`src/rtl/hvn_pkg.sv`:
```
// Shared constants and types for the hashed value noise core.
// No dependencies; used by the core, hvn_split and hvn_hash under rtl/.
package hvn_pkg;

	localparam logic [31:0] HASH_M1  = 32'h7feb352d;
	localparam logic [31:0] HASH_M2  = 32'h846ca68b;
	localparam logic [31:0] KEY_X    = 32'h9e3779b9;
	localparam logic [31:0] KEY_Y    = 32'h85ebca6b;
	localparam logic [17:0] SMOOTH_K = 18'd196608;
	localparam logic [16:0] ONE_Q16  = 17'd65536;

	localparam int DIV_STEPS = 4;   // restoring steps per pipeline stage
	localparam int A_STAGES  = 8;   // 32 quotient bits
	localparam int B_STAGES  = 4;   // 16 fraction bits
	localparam int SPLIT_LAT = A_STAGES + 1 + B_STAGES;
	localparam int HASH_LAT  = 2;
	localparam int TOTAL_LAT = SPLIT_LAT + 1 + HASH_LAT + 1 + HASH_LAT + 2;

	typedef struct packed {
		logic [16:0] rem;
		logic [31:0] dq;   // dividend bits shift out, quotient bits shift in
	} quo_t;

	typedef struct packed {
		logic [16:0] rem;
		logic [15:0] fq;
	} frac_t;

endpackage

```
`src/rtl/hvn_hash.sv`:
```
// Two-stage multiply-xorshift hash (one multiplier per stage).
// Depends on hvn_pkg for the multiplier constants.
module hvn_hash (
	input  logic        clk,
	input  logic [31:0] v,
	output logic [31:0] h
);

	logic [31:0] m1_s1;
	logic [31:0] m2_s2;

	always_ff @(posedge clk) begin
		m1_s1 <= 32'((v ^ (v >> 16)) * hvn_pkg::HASH_M1);
		m2_s2 <= 32'((m1_s1 ^ (m1_s1 >> 15)) * hvn_pkg::HASH_M2);
	end

	assign h = m2_s2 ^ (m2_s2 >> 16);

endmodule

```
`config.mk`:
```
export PLATFORM = sky130hd
export DESIGN_NAME = hvn_hash
export DESIGN_NICKNAME = d
export VERILOG_FILES = /design/src/rtl/hvn_pkg.sv /design/src/rtl/hvn_hash.sv
export SDC_FILE = /design/constraint.sdc
export NUM_CORES = 1
export LEC_CHECK = 0
export BUFFER_PORTS_ARGS = -buffer_cell sky130_fd_sc_hd__buf_4
export CORE_MARGIN = 5
export CORE_UTILIZATION = 45
export DETAILED_ROUTE_END_ITERATION = 8
export GPL_ROUTABILITY_DRIVEN = 1
export SYNTH_ARGS = -nofsm -noshare
export SYNTH_HDL_FRONTEND = slang
export SYNTH_SLANG_ARGS = --single-unit
```
`constraint.sdc`:
```
create_clock -name clk -period 14.6 [get_ports clk]
set_input_delay 0.73 -clock clk [delete_from_list [all_inputs] [get_ports clk]]
set_output_delay 0.73 -clock clk [all_outputs]
set_load 0.01 [all_outputs]
```
==> flow_summary.json <==
{
  "max_freq_ghz": 0.126,
  "yosysWarnings": 0,
  "drt_iter0_drc": 587,
  "finalCritPeriodShare_pct": 54.2,
  "layout-drive-gt1-share_pct": 5.70,
  "worst_pin_slew_ns": 1.24,
  "hold_class": "reg2reg",
  "preCtsSetupSlack_ns": 6.42,
  "crit_arrival_ns": 8.20,
  "synth_top_area_share_pct": 36.9,
  "cts_tree": "built",
  "critical_path_class": "in2reg",
  "rsz0062_at_grt": "false",
  "insertion_delay_ns": 0.36,
  "htree_levels": 3,
  "final_antenna_net_count": 0,
  "place.gp.congestion": 0.989,
  "critPathMaxFanout": 6,
  "postSynthNetCount": 2626,
  "antenna_found_initial": 0,
  "postCtsSetupRepairBufs": 0,
  "synthTopCellsByArea": "fa_1, ha_1, inv_1",
  "start_kind": "input pin",
  "post-route-util_pct": 49.2,
  "maxCapViolCount": 0,
  "ys_ff_latch": 64,
  "status": "finished clean",
  "finalSetupViolCount": 0,
  "hold_buffers": 0,
  "ys_top_cells_by_count": "inv_1, ha_1, fa_1",
  "synth_area_per_cell_um2": 9.99,
  "wl_per_cell_um": 19.6,
  "routed_wl_um": 48500,
  "root_buffer": "clkbuf_16",
  "num_rows": 74,
  "synth_edf_count": 0,
  "path_clk_slew_ns": 0.05,
  "dpl.hpwl_um": 43900,
  "grt_max_degree": 14,
  "core_um2": 41000,
  "finalHoldViolCount": 0,
  "die_w_um": 214,
  "initial_core_util_pct": 45.7,
  "tns_ns": 0,
  "io_buffers": 64,
  "syn_area_um2": 18800,
  "viasPerCell": 4.98,
  "drc": 0,
  "synth_area_leader_cell": "fa_1",
  "grt_pass1_vias": 14000,
  "final_cell_area_um2": 20200,
  "vias": 12300,
  "placed_area_um2": 19800,
  "die_h_um": 214,
  "numClockSinks": 64,
  "finalNetCount": 2691,
  "required_ns": 14.89,
  "yosysMostFrequentCell": "inv_1",
  "cts.path.max_buffers": 2,
  "syn_to_final_growth_pct": 7.54,
  "cts_resized": 0,
  "clock_skew_ns": 0.00771,
  "cts_made_buffers": 9,
  "drtPass1Iterations": 5,
  "synthCells": 1878,
  "period_needed_ns": 7.91,
  "ys_seq_area_share_pct": 6.83,
  "end_kind": "flop",
  "hold_depth": 2,
  "die_area_um2": 45900,
  "drv_slew": 0,
  "grt.total_usage_pct": 21.6,
  "fin_ws_ns": 6.69,
  "ios": 65,
  "grt_pass1_wl_um": 76800,
  "ys_types": 55,
  "slew_headroom_pct": 17.1,
  "overflow": 0,
  "antenna_cells": 0,
  "ys_async_sr_fraction_pct": 0,
  "worstRegToRegCells": 22,
  "synthFlopType": "dfxtp_1"
}
metrics by stage:
step / cells / hold slack (ns)
after floorplan: 1878 / 0.607
after global placement: 2464 / 0.704
after detailed placement: 2464 / 0.705
after CTS: 2480 / 0.716
after global routing: 2480 / 0.740
final: 2480 / 0.713
cells by family (layout without fill, tap and decap cells):
logic type      count (synthesis)  count (layout)  synth area share, %
buf+inv                       588             658                 12.1
simple gates                  137             137                 3.54
fa+ha+maj                     715             715                 61.6
xor+xnor                      213             213                 10.0
compound gates                160             160                 5.88
mux                             1               1               0.0534
flops                          64              64                 6.83
worst paths after layout:
check	end	from	slack, ns
worst min register to register	m2_s2[0]	m1_s1[15]	0.71
worst max-delay path	m1_s1[29]	v[25]	6.69
worst min-delay path	m2_s2[0]	m1_s1[15]	0.71
worst max register to register	m2_s2[31]	m1_s1[24]	6.92
worst max-delay path: stages:
cell and delay, ns:
buf_4 0.14, xnor2_1 0.85, inv_1 0.36, ha_1 0.38
inv_1 0.06, fa_1 0.52, fa_1 0.55, inv_1 0.05
fa_1 0.41, fa_1 0.48, fa_1 0.51, fa_1 0.49
inv_1 0.05, fa_1 0.47, inv_1 0.04, ha_1 0.33
a21o_1 0.21, a21oi_1 0.18, or3b_2 0.46, o21ai_0 0.19
nor3b_1 0.16, or4_1 0.49, nand3_1 0.08
per-layer routing:
| layer | vias to the layer above | share of wire [%] | global-route usage (%) |
|---|---|---|---|
| met5 | - | 0 | 0 |
| met4 | 0 | 5.1 | 9.90 |
| met3 | 89 | 2.6 | 1.58 |
| met2 | 248 | 52 | 40.1 |
| met1 | 6174 | 40 | 25.5 |
| li1 | 5827 | - | - |
registers in the layout, indices dropped and copies added, names as in the netlist:
name	flops
m1_s1	32
m2_s2	32
final cells by class:
class | instances | area (um^2)
inverters | 566 | 2120
multi-input cells | 1226 | 15200
repair buffers | 76 | 571
well taps | 532 | 666
clock buffers | 10 | 239
flip-flops and latches | 64 | 1280
clock inverters | 6 | 82.6
fillers | 3860 | 20800
cells in the final DEF, fill, tap and decap left out, drive strengths merged, types with 7 or more instances in the layout:
cell and instances:
nand3 10, a21oi 42, nand2 31, o21ai 24, ha 369, fa 346
nor2b 7, o21a 9, dfxtp 64, xor2 70, a211oi 10, a21o 34
nor2 42, clkbuf 10, xnor2 143, nand2b 11, inv 565, and2 10
buf 76
Power is not shown: default switching activity piles up to over one toggle a cycle in this logic, so the estimate is an artifact.
