**src/rtl/hvn_pkg.sv**
```systemverilog
// Shared constants and types for the hashed value noise core.
// No dependencies; used by the core, hvn_split and hvn_hash under rtl/.
package hvn_pkg;

	localparam logic [31:0] HASH_M1  = 32'h7feb352d;
	localparam logic [31:0] HASH_M2  = 32'h846ca68b;
	localparam logic [31:0] KEY_X    = 32'h9e3779b9;
	localparam logic [31:0] KEY_Y    = 32'h85ebca6b;
	localparam logic [17:0] SMOOTH_K = 18'd196608;
	localparam logic [16:0] ONE_Q16  = 17'd65536;

	localparam int DIV_STEPS = 4;   // restoring steps per pipeline stage
	localparam int A_STAGES  = 8;   // 32 quotient bits
	localparam int B_STAGES  = 4;   // 16 fraction bits
	localparam int SPLIT_LAT = A_STAGES + 1 + B_STAGES;
	localparam int HASH_LAT  = 2;
	localparam int TOTAL_LAT = SPLIT_LAT + 1 + HASH_LAT + 1 + HASH_LAT + 2;

	typedef struct packed {
		logic [16:0] rem;
		logic [31:0] dq;   // dividend bits shift out, quotient bits shift in
	} quo_t;

	typedef struct packed {
		logic [16:0] rem;
		logic [15:0] fq;
	} frac_t;

endpackage

```
**src/rtl/hvn_split.sv**
```systemverilog
// Pipelined floor division of a signed coordinate by the lattice scale,
// giving lattice cell and 16-bit fraction. Depends on hvn_pkg.
module hvn_split (
	input  logic        clk,
	input  logic [31:0] coord,
	input  logic [16:0] scale,
	output logic [31:0] lat_idx,
	output logic [15:0] frac
);

	localparam int NA = hvn_pkg::A_STAGES;
	localparam int NB = hvn_pkg::B_STAGES;

	function automatic hvn_pkg::quo_t quo_steps(hvn_pkg::quo_t in, logic [16:0] s);
		logic [17:0] t;
		hvn_pkg::quo_t v;
		v = in;
		for (int i = 0; i < hvn_pkg::DIV_STEPS; i++) begin
			t = {v.rem, v.dq[31]};
			v.dq = {v.dq[30:0], 1'b0};
			if (t >= {1'b0, s}) begin
				v.rem = 17'(t - {1'b0, s});
				v.dq[0] = 1'b1;
			end else begin
				v.rem = t[16:0];
			end
		end
		return v;
	endfunction

	function automatic hvn_pkg::frac_t frac_steps(hvn_pkg::frac_t in, logic [16:0] s);
		logic [17:0] t;
		hvn_pkg::frac_t v;
		v = in;
		for (int i = 0; i < hvn_pkg::DIV_STEPS; i++) begin
			t = {v.rem, 1'b0};
			v.fq = {v.fq[14:0], 1'b0};
			if (t >= {1'b0, s}) begin
				v.rem = 17'(t - {1'b0, s});
				v.fq[0] = 1'b1;
			end else begin
				v.rem = t[16:0];
			end
		end
		return v;
	endfunction

	hvn_pkg::quo_t  qa_s [NA];
	logic [16:0]    sa_s [NA];
	logic           na_s [NA];
	hvn_pkg::frac_t fb_s [NB+1];
	logic [16:0]    sb_s [NB+1];
	logic [31:0]    cb_s [NB+1];

	logic [16:0]   s_in;
	hvn_pkg::quo_t q_in;

	// negative coordinates divide ~x and flip back: floor = ~q, rem = s-1-r
	assign s_in = (scale == '0) ? 17'd1 : scale;
	assign q_in = '{rem: '0, dq: {1'b0, (coord[31] ? ~coord[30:0] : coord[30:0])}};

	always_ff @(posedge clk) begin
		qa_s[0] <= quo_steps(q_in, s_in);
		sa_s[0] <= s_in;
		na_s[0] <= coord[31];
		for (int g = 1; g < NA; g++) begin
			qa_s[g] <= quo_steps(qa_s[g-1], sa_s[g-1]);
			sa_s[g] <= sa_s[g-1];
			na_s[g] <= na_s[g-1];
		end
		fb_s[0].rem <= na_s[NA-1] ? 17'(sa_s[NA-1] - 17'd1 - qa_s[NA-1].rem)
		                          : qa_s[NA-1].rem;
		fb_s[0].fq  <= '0;
		sb_s[0]     <= sa_s[NA-1];
		cb_s[0]     <= na_s[NA-1] ? ~qa_s[NA-1].dq : qa_s[NA-1].dq;
		for (int g = 1; g <= NB; g++) begin
			fb_s[g] <= frac_steps(fb_s[g-1], sb_s[g-1]);
			sb_s[g] <= sb_s[g-1];
			cb_s[g] <= cb_s[g-1];
		end
	end

	assign lat_idx = cb_s[NB];
	assign frac    = fb_s[NB].fq;

endmodule
```
**config.mk**
```make
export PLATFORM = sky130hd
export DESIGN_NAME = hvn_split
export DESIGN_NICKNAME = d
export VERILOG_FILES = /design/src/rtl/hvn_pkg.sv /design/src/rtl/hvn_split.sv
export SDC_FILE = /design/constraint.sdc
export NUM_CORES = 2
export LEC_CHECK = 0
export BUFFER_PORTS_ARGS = -buffer_cell sky130_fd_sc_hd__buf_2
export CAP_MARGIN = 30
export CORE_MARGIN = 5
export CORE_UTILIZATION = 35
export CTS_CLUSTER_SIZE = 14
export DETAILED_ROUTE_END_ITERATION = 12
export PLACE_DENSITY_LB_ADDON = 0.08
export SKIP_LAST_GASP = 1
export SLEW_MARGIN = 30
export SYNTH_ARGS = -nofsm -noshare
export SYNTH_HDL_FRONTEND = slang
export SYNTH_SLANG_ARGS = --single-unit
```
**constraint.sdc**
```tcl
create_clock -name clk -period 23.4 [get_ports clk]
set_clock_uncertainty 0.2 [all_clocks]
set_input_delay 1.17 -clock clk [delete_from_list [all_inputs] [get_ports clk]]
set_output_delay 1.17 -clock clk [all_outputs]
set_load 0.01 [all_outputs]
```
==> results.json <==
{
  "status": "completed",
  "cts-root-buf": "clkbuf_16",
  "synth_area_per_cell_um2": 8.553,
  "clk_path_buf_depth": 3,
  "min_path_type": "reg2reg",
  "ys_warn_count": 0,
  "routedWlPerCell_um": 18.60,
  "rsz0062_at_grt": "no",
  "synth_edf_count": 0,
  "synth-seq-cells": 872,
  "io_buffers": 97,
  "maxCapViolCount": 0,
  "cts_buffers": 103,
  "rows": 157,
  "dieArea_mm2": 0.1922,
  "slew_violations": 0,
  "tns_ns": 0,
  "regArea_mm2": 0.01746,
  "netlist_instances": 7512,
  "cp_max_fo": 23,
  "area_delta_synth_final_pct": 10.08,
  "setup_violations": 0,
  "critPathSlowestCell": "a2111oi_0",
  "worstSetupStartpointType": "flop",
  "synth_nets": 8402,
  "routed_via_density": 5.270,
  "path_common_cell": "o21ai_0",
  "post_cts_buffers": 0,
  "die_y_um": 438.5,
  "finalHoldViolCount": 0,
  "insertion_delay_ns": 0.74,
  "synth.distinct_cells": 115,
  "ys.flop_type": "dfxtp_1",
  "drt_iter0_markers": 3265,
  "vias": 53246,
  "slew_headroom": 0.3585,
  "drive_above_1_share": 0.09440,
  "multiInputGateArea_mm2": 0.04374,
  "crit_family": "compound AO/OA/AOI/OAI gates",
  "start_util": 0.3513,
  "ios": 98,
  "slowest_delay_ns": 0.86,
  "nFillCells": 18757,
  "antenna_found_initial": 11,
  "gp_congestion": 0.8738,
  "cts_tree": "built",
  "netlist_top_cells_area": "dfxtp_1 (27%), ha_1 (16%), xnor2_1 (5.4%)",
  "ys_seq_area_frac": 0.2717,
  "arrival_ns": 14.45,
  "synth_area_mm2": 0.06425,
  "clkTransAtPathRegs_ns": 0.07,
  "cts_resized": 0,
  "first_global_vias": 51562,
  "grt_max_degree": 45,
  "grt_pass1_wl_um": 291700,
  "path_class": "reg2reg",
  "fin_crit_ns": 14.03,
  "fp.dieW_um": 438.5,
  "maxClockFrequency_mhz": 71.29,
  "required_ns": 23.82,
  "gr-total-overflow": 0,
  "hold_buffers": 0,
  "routed_wl_um": 188000,
  "dpl.hpwl_um": 153800,
  "synth_area_leader_cell": "dfxtp_1",
  "cts_max_level": 3,
  "cts_sinks": 872,
  "core_mm2": 0.1829,
  "async_reset_ff_frac": 0,
  "drt_first_pass_iters": 6,
  "drc_errors": 0,
  "end_kind": "flop",
  "drtAntennaViolNets": 0,
  "final_nets": 8443,
  "final_common_cell": "dfxtp_1",
  "path_buf_inv": 6,
  "most-common-layout-cells": "dfxtp_1 (871), ha_1 (804), a21oi_1 (598)",
  "fin_crit_sh": 0.5995,
  "tightest_slew_ns": 0.9380,
  "track_usage": 0.1891,
  "netlist.area_leader.share": 0.2717
}
## metal layers
metal,GRT usage,part of all wire,vias to the layer above
li1,-,-,27075
met1,0.2591,0.48,24920
met2,0.3172,0.46,1047
met3,0.02149,0.039,204
met4,0.04668,0.024,0
met5,0,0,-
## logic make-up after synthesis
family	after synthesis	share of synthesized area
adders and majority gates	840	0.1678
xor gates and xnor gates	669	0.09120
buffers and inverters	749	0.04795
and+or+nand+nor	1895	0.1426
AOI/OAI and AO/OA	2115	0.2152
muxes	372	0.06356
DFF	872	0.2717
## final cells by class
| class | count | share of cell area |
|---|---|---|
| timing repair buffer | 130 | 0.01053 |
| sequential | 872 | 0.2469 |
| tap | 2464 | 0.04359 |
| clock inverter | 58 | 0.01037 |
| antenna | 2 | 0.00007076 |
| clock buffer | 132 | 0.04067 |
| inverter | 555 | 0.02946 |
| multi-input combinational | 5891 | 0.6184 |
## metrics by stage
step,cells,worst slack (ns),instance area (um^2),util,hold slack [ns]
2_1_floorplan,7512,12.18,64250,-,0.1096
3_3_place_gp,9910,9.540,67070,0.3667,0.1100
3_5_place_dp,9910,9.557,67080,0.3668,0.1118
4_1_cts,10100,9.482,70690,0.3866,0.1094
5_1_grt,10103,8.245,70720,0.3867,0.1162
6_report,10104,9.373,70730,0.3867,0.1181
## flip-flops by register name, summed over array words and instances (netlist names)
signal and cells:
cb_s 160, fb_s 108, na_s 8, sb_s 68, qa_s 392, sa_s 136
## path summary, 6_finish.rpt
kind,startpoint,endpoint,slack [ns],depth (start not counted)
min reg2reg,qa_s[1][15],qa_s[1][68],0.12,0
max reg2reg,sa_s[0][0],qa_s[0][88],9.37,46
max,sa_s[0][0],qa_s[0][88],9.37,46
min,qa_s[1][15],qa_s[1][68],0.12,0
## synthesized netlist by cell type, drive strengths merged (14+ instances only)
cell and number:
nor4 39, o22ai 20, ha 804, o31a 25, nand2 530, o211ai 38, a31oi 51, o21ai 489
and3 58, clkbuf 92, nor3 170, a21boi 41, xnor2 395, or3 46, o21a 118, xor2 274
o31ai 50, buf 102, a211oi 65, fa 36, inv 552, mux2 285, o221ai 46, dfxtp 872
nor2b 98, nand3 128, a31o 29, and4 16, a211o 30, nand2b 100, nand4 99, mux2i 87
a221oi 15, a21o 242, a21oi 602, or2 41, a2111oi 14, nor2 478, and2 40, o41ai 18
o21bai 81
Power is not shown: default switching activity piles up to over one toggle a cycle in this logic, so the estimate is an artifact.
