--- src/rtl/hvn_delay.sv ---
// Plain shift-register delay line for payload alongside the pipeline.
// No dependencies.
module hvn_delay #(
	parameter int W = 32,
	parameter int D = 1
) (
	input  logic         clk,
	input  logic [W-1:0] d,
	output logic [W-1:0] q
);

	logic [W-1:0] line_q [D];

	always_ff @(posedge clk) begin
		line_q[0] <= d;
		for (int i = 1; i < D; i++) begin
			line_q[i] <= line_q[i-1];
		end
	end

	assign q = line_q[D-1];

endmodule

--- config.mk ---
export PLATFORM = sky130hd
export DESIGN_NAME = hvn_delay
export DESIGN_NICKNAME = d
export VERILOG_FILES = /design/src/rtl/hvn_delay.sv
export SDC_FILE = /design/constraint.sdc
export NUM_CORES = 1
export LEC_CHECK = 0
export ABC_AREA = 1
export BUFFER_PORTS_ARGS = -buffer_cell sky130_fd_sc_hd__buf_4
export CAP_MARGIN = 5
export CORE_UTILIZATION = 35
export CTS_CLUSTER_SIZE = 20
export DETAILED_ROUTE_END_ITERATION = 12
export GPL_TIMING_DRIVEN = 0
export PLACE_DENSITY = 0.82
export SLEW_MARGIN = 20
export SYNTH_ARGS = -nofsm -noshare
export SYNTH_HDL_FRONTEND = slang
export SYNTH_SLANG_ARGS = --single-unit
--- constraint.sdc ---
create_clock -name clk -period 1 [get_ports clk]
set_clock_uncertainty 0.1 [all_clocks]
set_input_delay 0.2 -clock clk [delete_from_list [all_inputs] [get_ports clk]]
set_output_delay 0.2 -clock clk [all_outputs]
set_load 0.005 [all_outputs]
==> results of run 1 <==
==> repair_timing <==
action / in CTS
setup endpoints to repair: 32
pin swaps: 0
hold buffers: 32
endpoints found under the hold margin: 32
buffers inserted: 0
gates resized for setup: 11
==> Yosys cell counts, drive strengths merged <==
cell type / count / share of area [%]
dfxtp: 32 / 100
==> cell families after synthesis <==
logic type,after synthesis
flip-flops,32
==> through the flow <==
step | area (um2) | TNS, ns
2_1_floorplan | 641 | 0
3_5_place_dp | 1150 | 0
4_1_cts | 1560 | -1.73
3_3_place_gp | 1150 | 0
==> summary.txt, run 1 <==
Yosys reg bits: 32
Cells after DPL: 121
Synth Area in Simple Gates: 0%
Synth Area in Compound Gates: 0%
Worst ep type: top-level output
Mapped Cells: 32
Mux cell area share after synthesis: 0%
Cell chosen for the clock root: clkbuf_4
Post-Synthesis Net Count: 65
Number of distinct library cells after synthesis: 1
H-tree levels: 2
Initial antenna violation count: 2
Die Ht: 44.8 um
Synth Area per Inst: 20.0 um2
Synth Area in Adders: 0%
Outcome: stopped before the end
IO Count: 65
Routability cong.: 0.588
Pre-CTS setup slack: 0.290 ns
Row cnt: 15
Synth Area in XOR/XNOR: 0%
DIE WIDTH: 44.8 um
Crit. endpoint post-GRT repair: q[30]
Max Root-Sink Buffers: 2
Seq/Total Area, Yosys: 100%
Initial core utilization: 37.1%
IO Port Bufs: 64
TritonCTS Buffers: 5
First Err: [ERROR DPL-0033] detailed placement checks failed during check placement.
Last step reached: global routing (5_1_grt)
Ys Warns: 0
Post-Syn Area: 641 um2
CTS Sinks: 32
Pin count of the biggest net entering global routing: 10
==> inputs of run 2 (changes only) <==
Settings changed: CORE_AREA set to 2 2 63 65, CORE_UTILIZATION 35 to not set, CTS_CLUSTER_SIZE 20 to not set, DIE_AREA set to 0 0 65 67, PLACE_DENSITY 0.82 to not set, PLACE_DENSITY_LB_ADDON set to 0.15.
==> run 2 against run 1 <==
The flow now finishes, with violations (negative setup slack). Area after synthesis did not move. Synthesized cell count is the same.
==> summary.txt, run 2 <==
Outcome: finished with violations
Failing checks: negative setup slack
Total track usage: 10.8%
Hold Crit Depth: 2
Final wirelength: 2.11 mm
Nets: 168
CTS Sinks: 32 (unchanged)
Top-count cell post-synth: dfxtp_1
Vias per Instance: 3.31
CP delay by family, top: flip-flops
Hold_sp: d[5]
Setup_tns: -0.0290 ns
Hold Vio Cnt, Final: 0
WP data required: 0.70 ns
Max Root-Sink Buffers: 2 (unchanged)
Clock-pin slew on the worst setup and hold paths: 0.07 ns
Area of the multi-input gates: 0 um2
Max Slew Vio Count: 0
Max-capacitance violation count: 0
Commonest cells after routing, fill and taps aside: 39 x buf_4, 32 x dlygate4sd3_1, 25 x buf_6, 22 x dfxtp_2, 10 x dfxtp_1
Vias: 606
Hold-critical path endpoint: line_q[0][5]
Initial core utilization: 17.8% (-19 points)
Synth top area cells: dfxtp_1 100%
First-pass DRT Iterations: 2
Max reg flops: 32
Row cnt: 22 (+7)
TritonCTS Buffers: 5 (unchanged)
Yosys reg bits: 32 (unchanged)
CP peak stage delay: 0.32 ns
Max Freq: 0.994 GHz
Fillers: 321
H-tree levels: 2 (unchanged)
Initial antenna violation count: 0
Yosys top cell area share: 100% (unchanged)
Vias in the first global route: 708
Total congestion overflow: 0
Ys Warns: 0 (unchanged)
Core area: 3610 um2
Diode count: 0
Commonest non-fill, non-tap cell in the layout: buf_4
Drc violations: 0
WP data arrival: 0.71 ns
Yosys top cell by area: dfxtp_1
Most common flop cell mapped by yosys: dfxtp_1
Crit share post-route: 101%
VDD IR max: 0.422 mV
Share of post-route cells with drive strength above 1: 68.9%
Area grow syn2layout: 166%
Fraction of registers with async set/reset: 0% (unchanged)
Critical Path Start Type: flop
Critical-path cell list: buf_6
Pin count of the biggest net entering global routing: 11
Multi-Input Combinational: 0
Commonest cells in the netlist: 32 x dfxtp_1
Die Ht: 67 um (+50%)
DR iter-0 viols: 14
Cell Pwr Density: 1540 nW/um2
Die ar.: 4360 um2
CTS tree: done
IO Count: 65 (unchanged)
Top Registers: line_q x32
First-pass GRT wire length: 3.30 mm
Synth Area per Inst: 20.0 um2 (unchanged)
Leak pwr: 0.782 nW
RSZ-0062 raised after global routing: yes
Routed len/inst: 11.5 um
Post-Syn Area: 641 um2 (unchanged)
Number of distinct library cells after synthesis: 1 (unchanged)
Worst-margin pin slew: 0.100 ns
Total power: 0.00262 W
Layout Utilization: 47.3%
Cell chosen for the clock root: clkbuf_8
Final setup vio count: 8
Post-Synthesis Net Count: 65 (unchanged)
Post-route ant nets: 0
Final WS setup: -0.00588 ns
Kind of critical path: flop to output port
Normalized max-slew margin: 93.3%
IO Port Bufs: 64 (unchanged)
Routability cong.: 0.638 (+8.6%)
DIE WIDTH: 65 um (+45%)
Buf/Inv on CP: 1
Setup crit end kind: output port
EDFF count, synth: 0 (unchanged)
Seq/Total Area, Yosys: 100% (unchanged)
Worst Hold Class: input port to flop
CP max FO: 1
Mapped Cells: 32 (unchanged)
Largest register by flop count: line_q
Slowest cell on crit path: dfxtp_2
Min Clock Period, post-route: 1.01 ns
run 2: layout make-up:
| cell class | instances | area (um2) | share of cell area, % |
|---|---|---|---|
| tap | 48 | 60.1 | 3.52 |
| clock inverter | 2 | 12.5 | 0.734 |
| timing repair buffer | 96 | 895 | 52.5 |
| clock buffer | 5 | 68.8 | 4.04 |
| sequential | 32 | 668 | 39.2 |
run 2: metrics by stage:
stage	instances	setup slack, ns	hold WS, ns	area [um2]
floorplan	32	0.402	0.128	641
global placement	144	0.292	0.205	1180
detailed placement	144	0.286	0.206	1180
CTS	183	-0.0147	0.456	1610
global route	183	-0.0367	0.443	1700
finish	183	-0.00588	0.463	1700
run 2: cells by family (layout without fill, tap and decap cells):
family / Yosys count / in the layout / synth area share, %
buffers and inverters: 0 / 103 / 0
DFF: 32 / 32 / 100
run 2: what timing repair did:
action,4_1_cts,5_1_grt
endpoints found under the setup margin,27,32
setup buffers,0,0
endpoints found under the hold margin,32,0
gates resized for setup,9,38
hold buffers,32,0
run 2: power by group:
group | internal (W) | total [W] | switching, W
Combinational | 0.000267 | 0.000339 | 0.0000725
Clock | 0.000470 | 0.000902 | 0.000432
Sequential | 0.00135 | 0.00138 | 0.0000272
Total | 0.00209 | 0.00262 | 0.000532
run 2: layer usage:
metal / routed length, um / track usage (%) / vias to the layer above
li1: - / - / 300
met5: 0 / 0 / -
met4: 53 / 7.98 / 0
met3: 135 / 4.05 / 5
met2: 1250 / 20.0 / 29
met1: 669 / 9.50 / 272
run 2: worst max path at each step:
stage | to | start | cells past startpoint
after global placement | q[9] | line_q[0][9] | 1
after floorplan | q[0] | line_q[0][0] | 0
final | q[30] | line_q[0][30] | 1
after global routing | q[4] | line_q[0][4] | 1
after detailed placement | q[25] | line_q[0][25] | 1
after CTS | q[2] | line_q[0][2] | 1
(Power assumes the default switching activity.)
==> inputs of run 3 (changes only) <==
Settings changed: PLACE_DENSITY set to 0.42, PLACE_DENSITY_LB_ADDON 0.15 to not set.
==> run 3 against run 2 <==
The flow still finishes with violations (negative setup slack). Setup slack gained 0.0044 ns. Maximum frequency grew 0.44%. Wire length shrank 18%. Sequential cell count is the same. Clock power grew 45%. Non-clock buffer count is the same. Count of clock-buffer cells in the layout grew 2. Critical path depth is the same.
==> summary.txt, run 3 (synthesis results as in run 2) <==
Min Clock Period, post-route: 1.00 ns (-0.00444 ns)
DIE WIDTH: 65 um (unchanged)
Core area: 3610 um2 (unchanged)
Failing checks: negative setup slack
Final wirelength: 1.73 mm (-18%)
CTS Sinks: 32 (unchanged)
Vias per Instance: 3.33 (+0.61%)
Sequential share of power: 45.6% (-7.1 points)
Power share of the combinational group: 10.7% (-2.2 points)
IO Count: 65 (unchanged)
Worst Hold Class: input port to flop
CP peak stage delay: 0.30 ns (-0.02 ns)
Final WS setup: -0.00144 ns (+0.00444 ns)
Area grow syn2layout: 166% (about the same)
Clock-pin slew on the worst setup and hold paths: 0.06 ns (about the same)
Buf/Inv on CP: 1 (unchanged)
Cell Pwr Density: 1760 nW/um2 (+15%)
Vias in the first global route: 618 (-13%)
DR iter-0 viols: 28 (+14)
Kind of critical path: flop to output port
Hold Vio Cnt, Final: 0 (unchanged)
RSZ-0062 raised after global routing: yes
Die ar.: 4360 um2 (unchanged)
Final setup vio count: 2 (-6)
CTS tree: done
Nets: 168 (unchanged)
IO Port Bufs: 64 (unchanged)
Reg area: 658 um2 (-1.5%)
Diode count: 0 (unchanged)
Max reg flops: 32 (unchanged)
Crit share post-route: 100% (-0.44 points)
Drc violations: 0 (unchanged)
Cell chosen for the clock root: clkbuf_8
CP max FO: 1 (unchanged)
Sw Ratio: 17.5% (-2.8 points)
Routability cong.: 0.556 (-13%)
Critical Path Start Type: flop
H-tree levels: 2 (unchanged)
Cell-internal power: 0.00248 W (+19%)
Commonest cells after routing, fill and taps aside: 48 x buf_4, 32 x dlygate4sd3_1, 18 x dfxtp_1, 16 x buf_6, 14 x dfxtp_2
Outcome: finished with violations
Post-route ant nets: 0 (unchanged)
Critical-path cell list: buf_4
WP data arrival: 0.70 ns (about the same)
Leak pwr: 0.796 nW (+1.7%)
Vias: 613 (+1.2%)
Die Ht: 67 um (unchanged)
Share of post-route cells with drive strength above 1: 63.2% (-5.7 points)
Routed len/inst: 9.38 um (-19%)
Setup crit end kind: output port
CP delay by family, top: flip-flops
Net Switching: 0.000526 W (-1.1%)
Clk pwr share: 43.7% (+9.3 points)
Max Freq: 0.999 GHz (+0.44%)
Largest register by flop count: line_q
Commonest non-fill, non-tap cell in the layout: buf_4
VDD IR max: 1.36 mV (+220%)
Area of the multi-input gates: 0 um2 (unchanged)
Initial core utilization: 17.8% (unchanged)
Worst-margin pin slew: 0.0757 ns (-0.0247 ns)
Row cnt: 22 (unchanged)
Total track usage: 8.19% (-2.6 points)
Finished Layout Cells: 184 (+0.55%)
First-pass GRT wire length: 2.44 mm (-26%)
Initial antenna violation count: 0 (unchanged)
Top Registers: line_q x32
Post-CTS Setup Repair Bufs: 0 (unchanged)
Total power: 0.00301 W (+15%)
Pin count of the biggest net entering global routing: 11 (unchanged)
WP data required: 0.70 ns (about the same)
Fillers: 334 (+4.0%)
Max Slew Vio Count: 0 (unchanged)
First-pass DRT Iterations: 2 (unchanged)
Setup_tns: -0.00213 ns (+0.0269 ns)
Multi-Input Combinational: 0 (unchanged)
Slowest cell on crit path: dfxtp_1
Max-capacitance violation count: 0 (unchanged)
TritonCTS Buffers: 5 (unchanged)
Cells after DPL: 144 (unchanged)
Normalized max-slew margin: 94.9% (+1.7 points)
Total congestion overflow: 0 (unchanged)
Max Root-Sink Buffers: 2 (unchanged)
run 3: power groups by stage:
stage	registers, W	logic (W)	clock network, W
floorplan	0.00140	0	0
global placement	0.00139	0.000201	0
detailed placement	0.00139	0.000205	0
CTS	0.00136	0.000307	0.00137
global route	0.00138	0.000341	0.00144
finish	0.00137	0.000321	0.00131
run 3: layout make-up:
cell class	instances	share of cell area (%)
Clock buffer	7	5.65
Tap cell	48	3.52
Timing Repair Buffer	96	50.5
Clock inverter	1	1.76
Sequential cell	32	38.6
run 3: repair_timing:
action / 4_1_cts / 5_1_grt
hold endpoints to repair: 32 / 0
resized for setup: 6 / 24
hold buffers: 32 / 0
endpoints found under the setup margin: 32 / 32
run 3: final timing paths:
kind	startpoint	end	slack [ns]	depth (start not counted)
max	line_q[0][18]	q[18]	-0.001	1
min	d[5]	line_q[0][5]	0.46	2
run 3: routing by layer:
layer  track usage, %  wire length [um]
met5                0                 0
met3             6.25               220
met2             13.7               891
met1             6.30               577
met4             6.38                36
run 3: through the flow:
stage,hold WS [ns],cell area (um2),utilization [%],worst slack [ns]
after detailed placement,0.206,1180,32.8,0.290
final,0.460,1710,47.3,-0.00144
after floorplan,0.128,641,-,0.402
after CTS,0.449,1640,45.6,-0.0238
after global routing,0.448,1710,47.3,-0.0372
after global placement,0.204,1180,32.8,0.291
==> inputs of run 4 (changes only) <==
Settings changed: PLACE_DENSITY 0.42 to 0.56.
==> run 4 against run 3 <==
The flow still finishes with violations (negative setup slack). Cell area shrank 1.1%. Sequential cell count is the same. Wire length grew 2.4%. Final cell count is the same. Global-route usage grew 0.12 points. Count of clock-buffer cells in the layout grew 1. Critical path depth is the same. Critical endpoint is now q[13].
==> summary.txt, run 4 (synthesis results as in run 2) <==
Outcome: finished with violations
Failing checks: negative setup slack
TritonCTS Buffers: 5 (unchanged)
Vias per Instance: 3.35 (+0.65%)
Normalized max-slew margin: 94.9% (about the same)
Hold-critical path endpoint: line_q[0][23]
CP peak stage delay: 0.30 ns (about the same)
Kind of critical path: flop to output port
Commonest cells after routing, fill and taps aside: 45 x buf_4, 32 x dlygate4sd3_1, 19 x dfxtp_2, 19 x buf_6, 13 x dfxtp_1
DR WL met3: 168 um (-24%)
Core area: 3610 um2 (unchanged)
Cell Pwr Density: 1590 nW/um2 (-10%)
CTS tree: done
Slowest cell on crit path: dfxtp_1
Post-route ant nets: 0 (unchanged)
Max Freq: 0.998 GHz (about the same)
DIE WIDTH: 65 um (unchanged)
Cells after DPL: 144 (unchanged)
Worst Hold Class: input port to flop
CP max FO: 1 (unchanged)
Hold_sp: d[23]
Buf/Inv on CP: 1 (unchanged)
Die Ht: 67 um (unchanged)
Critical Path Start Type: flop
Share of post-route cells with drive strength above 1: 65.4% (+2.2 points)
Initial antenna violation count: 0 (unchanged)
Power share of the combinational group: 12.1% (+1.4 points)
Area grow syn2layout: 163%
Setup crit end kind: output port
Diode count: 0 (unchanged)
Fillers: 342 (+2.4%)
Vias in the first global route: 648 (+4.9%)
WP data arrival: 0.70 ns (about the same)
RSZ-0062 raised after global routing: yes
Net Switching: 0.000506 W (-3.8%)
Sequential share of power: 51.5% (+5.9 points)
Met2 wire length: 1.05 mm (+17%)
Routed len/inst: 9.60 um (+2.4%)
Worst-margin pin slew: 0.0756 ns (-0.0000426 ns)
Wl on met1: 517 um (-10%)
Commonest non-fill, non-tap cell in the layout: buf_4
H-tree levels: 2 (unchanged)
IO Count: 65 (unchanged)
Sw Ratio: 18.9% (+1.4 points)
Hold Crit Depth: 2 (unchanged)
Area of the multi-input gates: 0 um2 (unchanged)
Max-capacitance violation count: 0 (unchanged)
Die ar.: 4360 um2 (unchanged)
VDD IR max: 1.00 mV (-26%)
Cell chosen for the clock root: clkbuf_8
Routability cong.: 0.545 (-2.1%)
Initial core utilization: 17.8% (unchanged)
CTS Sinks: 32 (unchanged)
Max reg flops: 32 (unchanged)
Drc violations: 0 (unchanged)
Critical-path cell list: buf_4
Clock-pin slew on the worst setup and hold paths: 0.06 ns (about the same)
Cell-internal power: 0.00217 W (-13%)
Clk pwr share: 36.4% (-7.3 points)
Hold WS: 0.467 ns (+0.00665 ns)
Finished Layout Cells: 184 (unchanged)
Max Root-Sink Buffers: 2 (unchanged)
Final WS setup: -0.00162 ns (-0.000176 ns)
Final wirelength: 1.77 mm (+2.4%)
DR iter-0 viols: 14 (-50%)
First-pass GRT wire length: 2.46 mm (+0.86%)
Multi-Input Combinational: 0 (unchanged)
Post-CTS Setup Repair Bufs: 0 (unchanged)
DR top layer: met4
Final setup vio count: 1 (-1)
CP delay by family, top: flip-flops
Min Clock Period, post-route: 1.00 ns (+0.000176 ns)
Vias: 617 (+0.65%)
Pin count of the biggest net entering global routing: 10 (-1)
First-pass DRT Iterations: 3 (+1)
WP data required: 0.70 ns (about the same)
Row cnt: 22 (unchanged)
Leak pwr: 0.780 nW (-1.9%)
IO Port Bufs: 64 (unchanged)
Top Registers: line_q x32
Total track usage: 8.31% (+0.12 points)
Nets: 168 (unchanged)
Hold Vio Cnt, Final: 0 (unchanged)
Crit share post-route: 100% (about the same)
Total congestion overflow: 0 (unchanged)
Largest register by flop count: line_q
Max Slew Vio Count: 0 (unchanged)
run 4: changes by cell type in the layout (fill, tap and decap cells not counted):
cell	delta
clkbuf_8	-1
buf_6	+3
buf_4	-3
clkbuf_1	+2
dfxtp_2	+5
dfxtp_1	-5
bufinv_16	-1
run 4: how the worst max path moves through the flow:
stage,start,to,slack (ns),cells past startpoint
2_1_floorplan,line_q[0][0],q[0],0.40,0
3_3_place_gp,line_q[0][27],q[27],0.30,1
3_5_place_dp,line_q[0][29],q[29],0.29,1
4_1_cts,line_q[0][9],q[9],-0.02,1
5_1_grt,line_q[0][18],q[18],-0.03,1
6_report,line_q[0][13],q[13],-0.002,1
run 4: area by class of cell:
class                 count  area (um2)  share of cell area (%)
Clock buffer              8        90.1                    5.34
Sequential cell          32         664                    39.4
Tap cell                 48        60.1                    3.56
Timing Repair Buffer     96         872                    51.7
run 4: metrics by stage:
stage	setup WS, ns	cell area, um2	total power [W]	setup TNS, ns	utilization, %
global placement	0.296	1180	0.00159	0	32.8
finish	-0.00162	1690	0.00268	-0.00162	46.8
global route	-0.0291	1690	0.00282	-0.668	46.8
detailed placement	0.290	1180	0.00159	0	32.8
floorplan	0.402	641	0.00140	0	-
CTS	-0.0156	1600	0.00270	-0.274	44.4
run 4: power groups by stage:
stage / sequential, W / clock (W) / combinational [W]
after floorplan: 0.00140 / 0 / 0
after detailed placement: 0.00139 / 0 / 0.000202
after global routing: 0.00138 / 0.00109 / 0.000345
after CTS: 0.00136 / 0.00103 / 0.000304
after global placement: 0.00139 / 0 / 0.000198
final: 0.00138 / 0.000974 / 0.000325
run 4: what timing repair did:
item                                    4_1_cts  5_1_grt
endpoints found under the setup margin       31       32
hold buffers                                 32        0
endpoints found under the hold margin        32        0
resized for setup                             4       34
run 4: layer usage:
layer / global-route usage, % / up-vias
met2: 16.6 / 36
met5: 0 / -
met1: 5.08 / 275
li1: - / 302
met4: 6.38 / 0
met3: 4.90 / 4
